`config.mk`:
```
export PLATFORM = sky130hd
export DESIGN_NAME = mmf_lane
export DESIGN_NICKNAME = d
export VERILOG_FILES = /design/src/sv/mmf_pkg.sv /design/src/sv/mmf_scale.sv /design/src/sv/mmf_lane.sv
export SDC_FILE = /design/constraint.sdc
export NUM_CORES = 2
export LEC_CHECK = 0
export BUFFER_PORTS_ARGS = -buffer_cell sky130_fd_sc_hd__clkbuf_2
export CORE_ASPECT_RATIO = 0.8
export CORE_MARGIN = 4
export CORE_UTILIZATION = 65
export CTS_CLUSTER_SIZE = 20
export DETAILED_ROUTE_END_ITERATION = 6
export GPL_ROUTABILITY_DRIVEN = 1
export PLACE_DENSITY = 0.94
export SYNTH_ARGS = -nofsm -noshare
export SYNTH_HDL_FRONTEND = slang
export SYNTH_SLANG_ARGS = --single-unit
```
`constraint.sdc`:
```
create_clock -name clk -period 9.3 [get_ports clk]
set_input_delay 0 -clock clk [delete_from_list [all_inputs] [get_ports clk]]
set_output_delay 0 -clock clk [all_outputs]
set_load 0.01 [all_outputs]
```
`src/sv/mmf_pkg.sv`:
```
`timescale 1ns / 1ps
`default_nettype none

package mmf_pkg;

	localparam int CHANNELS   = 4;
	localparam int WINDOW     = 5;
	localparam int SLOT_W     = $clog2(WINDOW);
	localparam int MASK_W     = CHANNELS;

	localparam int CODE_W     = 16;
	localparam int MAG_W      = CODE_W + 1;
	localparam int UV_W       = 24;
	localparam int FS_W       = 13;
	localparam int FSK_W      = 23;   // full_scale_mv * 1000, max 8191000
	localparam int PROD_W     = 38;   // |code| * fs * 1000 < 2^38
	localparam int DIV_SHIFT  = 15;   // divisor is 2^15 - 1
	localparam int QUO_W      = PROD_W - DIV_SHIFT;
	localparam int REM1_W     = QUO_W + 1;
	localparam int REM2_W     = DIV_SHIFT + 1;

	localparam logic [REM2_W-1:0] CODE_MAX = REM2_W'((1 << DIV_SHIFT) - 1);

	localparam logic [FS_W-1:0]  FS_RESET  = FS_W'(4096);
	localparam logic [FSK_W-1:0] FSK_RESET = FSK_W'(4096 * 1000);

	localparam int IN_DATA_W  = CHANNELS * CODE_W;
	localparam int OUT_DATA_W = CHANNELS * (CODE_W + UV_W);

	localparam int CFG_ADDR_W = 3;
	localparam int CFG_DATA_W = 32;
	localparam int REG_IDX_W  = CFG_ADDR_W - 2;
	localparam logic [REG_IDX_W-1:0] REG_FULL_SCALE = '0;

	typedef logic signed [CODE_W-1:0] code_t;
	typedef logic signed [UV_W-1:0]   uv_t;

	typedef enum logic [2:0] {
		ST_IDLE,
		ST_SORT,
		ST_PICK,
		ST_MUL,
		ST_DIV1,
		ST_DIV2,
		ST_DONE
	} state_t;

	typedef struct packed {
		logic              wr;     // round accepted, update windows
		logic [SLOT_W-1:0] slot;   // shared write index
		logic              fill;   // window not yet wrapped: fill all taps
		logic              en_s1;
		logic              en_s2;
		logic              en_s3;
		logic              en_s4;
		logic              en_s5;
	} ctrl_t;

endpackage

`default_nettype wire

```
`src/sv/mmf_scale.sv`:
```
`timescale 1ns / 1ps
`default_nettype none

// |median| * fs * 1000 / 32767, truncated toward zero, sign restored.
module mmf_scale (
	input  logic                          clk,
	input  mmf_pkg::ctrl_t                ctrl,
	input  logic [mmf_pkg::MAG_W-1:0]     mag,
	input  logic                          neg,
	input  logic [mmf_pkg::FSK_W-1:0]     fs_k,
	output mmf_pkg::uv_t                  microvolts
);

	logic [mmf_pkg::MAG_W+mmf_pkg::FSK_W-1:0] prod_full;
	logic [mmf_pkg::PROD_W-1:0]  prod_s3;
	logic                        neg_s3, neg_s4, neg_s5;
	logic [mmf_pkg::QUO_W-1:0]   q_s4, q_s5, q_fix;
	logic [mmf_pkg::REM1_W-1:0]  r_s4;
	logic [mmf_pkg::REM2_W-1:0]  r_s5;
	logic [mmf_pkg::REM1_W-mmf_pkg::DIV_SHIFT-1:0] r_hi;
	logic [mmf_pkg::UV_W-1:0]    mag_uv;

	assign prod_full = mag * fs_k;
	assign r_hi      = r_s4[mmf_pkg::REM1_W-1:mmf_pkg::DIV_SHIFT];

	// x = hi*2^15 + lo = hi*(2^15-1) + (hi + lo): fold twice, then one correction
	always_ff @(posedge clk) begin
		if (ctrl.en_s3) begin
			prod_s3 <= prod_full[mmf_pkg::PROD_W-1:0];
			neg_s3  <= neg;
		end
		if (ctrl.en_s4) begin
			q_s4   <= prod_s3[mmf_pkg::PROD_W-1:mmf_pkg::DIV_SHIFT];
			r_s4   <= mmf_pkg::REM1_W'(prod_s3[mmf_pkg::PROD_W-1:mmf_pkg::DIV_SHIFT])
				+ mmf_pkg::REM1_W'(prod_s3[mmf_pkg::DIV_SHIFT-1:0]);
			neg_s4 <= neg_s3;
		end
		if (ctrl.en_s5) begin
			q_s5   <= q_s4 + mmf_pkg::QUO_W'(r_hi);
			r_s5   <= mmf_pkg::REM2_W'(r_hi) + mmf_pkg::REM2_W'(r_s4[mmf_pkg::DIV_SHIFT-1:0]);
			neg_s5 <= neg_s4;
		end
	end

	assign q_fix      = q_s5 + mmf_pkg::QUO_W'(r_s5 >= mmf_pkg::CODE_MAX);
	assign mag_uv     = mmf_pkg::UV_W'(q_fix);
	assign microvolts = neg_s5 ? -mag_uv : mag_uv;

endmodule

`default_nettype wire

```
`src/sv/mmf_lane.sv`:
```
`timescale 1ns / 1ps
`default_nettype none

// One channel: five-tap window, median network over two stages, scaler.
module mmf_lane (
	input  logic                          clk,
	input  logic                          arst_n,
	input  mmf_pkg::ctrl_t                ctrl,
	input  mmf_pkg::code_t                code,
	input  logic                          ok,
	input  logic [mmf_pkg::FSK_W-1:0]     fs_k,
	output mmf_pkg::code_t                median,
	output mmf_pkg::uv_t                  microvolts
);

	mmf_pkg::code_t win_q [mmf_pkg::WINDOW];
	logic           ok_q;

	mmf_pkg::code_t a1, b1, c1, d1;
	mmf_pkg::code_t plo_s1, phi_s1, u_s1, e_s1;
	mmf_pkg::code_t lo2, hi2, med;
	mmf_pkg::code_t med_s2;
	logic signed [mmf_pkg::MAG_W-1:0] med_x;
	logic [mmf_pkg::MAG_W-1:0]        mag_s2;
	logic                             neg_s2;
	mmf_pkg::uv_t                     uv_raw;

	always_ff @(posedge clk or negedge arst_n) begin
		if (!arst_n) begin
			for (int i = 0; i < mmf_pkg::WINDOW; i++) begin
				win_q[i] <= '0;
			end
			ok_q <= 1'b0;
		end else if (ctrl.wr) begin
			ok_q <= ok;
			if (ok) begin
				for (int i = 0; i < mmf_pkg::WINDOW; i++) begin
					if (ctrl.fill || ctrl.slot == mmf_pkg::SLOT_W'(i)) begin
						win_q[i] <= code;
					end
				end
			end
		end
	end

	// stage 1: sort two pairs, drop the least of the four (cannot be the median)
	always_comb begin
		a1 = (win_q[0] <= win_q[1]) ? win_q[0] : win_q[1];
		b1 = (win_q[0] <= win_q[1]) ? win_q[1] : win_q[0];
		c1 = (win_q[2] <= win_q[3]) ? win_q[2] : win_q[3];
		d1 = (win_q[2] <= win_q[3]) ? win_q[3] : win_q[2];
	end

	always_ff @(posedge clk) begin
		if (ctrl.en_s1) begin
			if (a1 <= c1) begin
				plo_s1 <= c1;
				phi_s1 <= d1;
				u_s1   <= b1;
			end else begin
				plo_s1 <= a1;
				phi_s1 <= b1;
				u_s1   <= d1;
			end
			e_s1 <= win_q[4];
		end
	end

	// stage 2: median = second smallest of the remaining four
	always_comb begin
		lo2 = (u_s1 <= e_s1) ? u_s1 : e_s1;
		hi2 = (u_s1 <= e_s1) ? e_s1 : u_s1;
		if (lo2 < plo_s1) begin
			med = (hi2 < plo_s1) ? hi2 : plo_s1;
		end else begin
			med = (phi_s1 < lo2) ? phi_s1 : lo2;
		end
	end

	assign med_x = mmf_pkg::MAG_W'(med_s2);

	always_ff @(posedge clk) begin
		if (ctrl.en_s2) begin
			med_s2 <= med;
		end
	end

	assign neg_s2 = med_x[mmf_pkg::MAG_W-1];
	assign mag_s2 = neg_s2 ? -med_x : med_x;

	mmf_scale u_scale (
		.clk        (clk),
		.ctrl       (ctrl),
		.mag        (mag_s2),
		.neg        (neg_s2),
		.fs_k       (fs_k),
		.microvolts (uv_raw)
	);

	assign median     = ok_q ? med_s2 : '0;
	assign microvolts = ok_q ? uv_raw : '0;

endmodule

`default_nettype wire

```
==> flow_summary_export.csv <==
group,metric,value,unit
status,status,"complete, but fails checks",
status,violations,"DRC",
finish,layout_commonest_cell,"inv_1",
global_routing,grtUsageTotal,32.66,%
route,via_per_inst,6.340,
route,totalWireLength,82040,um
timing,setup_violations,0,
timing,relSlewSlack,15.22,%
worst_setup_path,crit_path_start,"med_s2[5]",
timing,post-route-period-util,90.48,%
route,drc,2,
route,routedWlPerCell,21.71,um
timing,fin_crit,8.415,ns
route,dr.first_iter.drc_count,3186,
worst_setup_path,critPathArrivalTime,8.72,ns
floorplanning,num_rows,70,
clock_network,cts_tree,"built",
route,vias,23960,
clock_network,cts_buffer_depth,3,
timing,fmax,118.8,MHz
timing,finalClockSkew,0.02239,ns
finish,final_nets,3763,
floorplanning,die_width,249.1,um
min_path,hp-class,"input port to flop",
clock_network,cts_buffers,28,
floorplanning,start_util,65.99,%
logic_synthesis,yosys_most_used_dff,"edfxtp_1",
worst_setup_path,worst-path-max-fanout,18,
global_routing,grt_pass1_vias,25070,
clock_network,cts-root-buf,"clkbuf_16",
route,wl_met3,11250,um
global_routing,grt_antenna_before_repair,2,
global_routing,grt_pass1_wl,132000,um
global_routing,grt_max_degree,65,
timing,finalHoldViolCount,0,
worst_setup_path,rr_startpoint,"med_s2[5]",
clock_network,clk_pin_slew,0.07,ns
logic_synthesis,syn_inst,3069,
job,cap_violations,0,
logic_synthesis,synth_warnings,0,
min_path,hp-start,"fs_k[0]",
finish,final_cell_mix,"inv_1, nand2_1, fa_1",
floorplanning,pin_count,92,
worst_setup_path,cp_data_required_time,9.60,ns
place,place.gp.congestion,1.008,
logic_synthesis,syn_avg_cell_area,9.849,um^2
route,met1_length,30280,um
clock_network,post_cts_buffers,0,
logic_synthesis,ys_top_cells_by_area,"fa_1, edfxtp_1, ha_1",
clock_network,h-tree-depth,1,
logic_synthesis,synth_cell_types,80,
finish,drive_gt1_share,9.255,%
logic_synthesis,synth_top_area_share,20.93,%
clock_network,clk_latency,0.57,ns
logic_synthesis,synth.cell_area,30230,um^2
logic_synthesis,async_flop_share,28.13,%
route,antenna_left,0,
timing,tightest_slew,1.271,ns
clock_network,post_cts_resized,0,
route,wl_met2,37020,um
place,dp_hpwl,60710,um
logic_synthesis,synth_top_area_cell,"fa_1",
floorplanning,dieArea,50040,um^2
timing,rsz0062_at_grt,"no",
place,io_buffer_count,91,
floorplanning,dieHeight,200.9,um
logic_synthesis,ys_seq_elements,288,
route,top_layer,"met5",
logic_synthesis,ys_seq_area_share,27.27,%
clock_network,cts_num_sinks,288,
floorplanning,core_area,45810,um^2
global_routing,overflow,0,
worst_setup_path,cp-start-kind,"flop",
timing,drv_slew,0,
worst_setup_path,path_class,"flop to flop",
timing,fin_tns_setup,0,ns
logic_synthesis,synth_edf_count,207,
worst_setup_path,cp-end-kind,"flop",
finish,area_delta_synth_final,7.736,%
route,first_pass_iters,7,
==> per-layer routing <==
metal / vias to the layer above / GRT usage, %
met5: - / 0
met4: 2 / 11.29
met3: 364 / 9.728
met2: 1669 / 51.79
met1: 11620 / 43.45
li1: 10310 / -
==> state kept, by name, indices dropped and copies added, names as in the netlist <==
| register | flops |
|---|---|
| e_s1 | 16 |
| win_q | 80 |
| u_scale.r_s5 | 16 |
| med_s2 | 16 |
| u_scale.q_s5 | 23 |
| u_scale.neg_s3 | 1 |
| u_scale.neg_s5 | 1 |
| u_scale.prod_s3 | 38 |
| u_scale.neg_s4 | 1 |
| u_scale.q_s4 | 23 |
| phi_s1 | 16 |
| u_scale.r_s4 | 24 |
| plo_s1 | 16 |
| u_s1 | 16 |
| ok_q | 1 |
==> worst paths after layout <==
path	to	slack, ns	depth (start not counted)
max	u_scale.prod_s3[37]	0.89	24
min	u_scale.prod_s3[0]	0.05	2
max reg2reg	u_scale.prod_s3[37]	0.89	24
min reg2reg	u_scale.neg_s5	0.44	0
max in group asynchronous	win_q[41]	8.12	4
min in group asynchronous	win_q[4]	0.47	4
==> cells by family (layout without fill, tap and decap cells) <==
family / count (synthesis) / after routing / share of synthesized area (%)
AND/OR/NAND/NOR: 877 / 877 / 14.47
flip-flops: 288 / 288 / 27.27
other: 2 / 22 / 0.02484
AO/OA/AOI/OAI: 368 / 368 / 7.815
XOR/XNOR: 135 / 135 / 3.912
adder cells (fa/ha/maj): 565 / 565 / 31.23
multiplexers: 212 / 212 / 7.422
buffers and inverters: 622 / 700 / 7.856
==> timing repair <==
action | in CTS | in global routing
hold buffers | 21 | 0
setup endpoints to repair | 0 | 0
hold endpoints to repair | 162 | 0
==> synthesized netlist by cell type, types with 39 or more instances <==
master / n
nand3_1: 103
and2_1: 156
nor2_1: 85
mux2i_1: 115
ha_1: 249
o21ai_0: 96
inv_1: 502
clkbuf_1: 95
xnor2_1: 102
dfrtp_1: 81
mux2_2: 96
and3_1: 39
edfxtp_1: 207
a21oi_1: 90
fa_1: 316
nand2_1: 346
==> cell type report <==
type	instances	area, um^2
clock inverters	12	133.9
fillers	2881	13240
inverters	502	1884
repair buffers	148	948.4
diodes	1	2.502
flip-flops and latches	288	8243
clock buffers	38	789.5
multi-input cells	2178	19800
well taps	612	765.7
==> worst max-delay path, stage by stage, from the launching register on <==
cell	delay (ns)
edfxtp_1	0.49
or4_1	0.64
or3_1	0.45
o31ai_1	0.36
xnor2_2	0.26
buf_4	0.32
nand2_1	0.12
fa_1	0.56
inv_1	0.05
fa_1	0.46
fa_1	0.53
fa_1	0.53
fa_1	0.55
inv_1	0.06
fa_1	0.53
inv_1	0.04
ha_1	0.34
a21o_1	0.22
o41ai_1	0.45
o21ai_0	0.14
o31ai_1	0.29
a22oi_1	0.19
a211o_1	0.29
a21oi_1	0.17
xnor2_1	0.09
==> per-stage QoR <==
stage / worst slack, ns / utilization [%] / cells / hold slack [ns] / instance area (um^2)
global route: 0.5793 / 71.10 / 3779 / 0.03281 / 32570
floorplan: 1.648 / - / 3088 / -0.2956 / 30300
CTS: 0.9884 / 71.09 / 3778 / 0.01125 / 32560
detailed placement: 1.024 / 68.59 / 3707 / -0.06425 / 31420
finish: 0.8853 / 71.10 / 3779 / 0.05454 / 32570
global placement: 1.198 / 68.59 / 3707 / -0.06014 / 31420
Power is not shown: default switching activity piles up to over one toggle a cycle in this logic, so the estimate is an artifact.
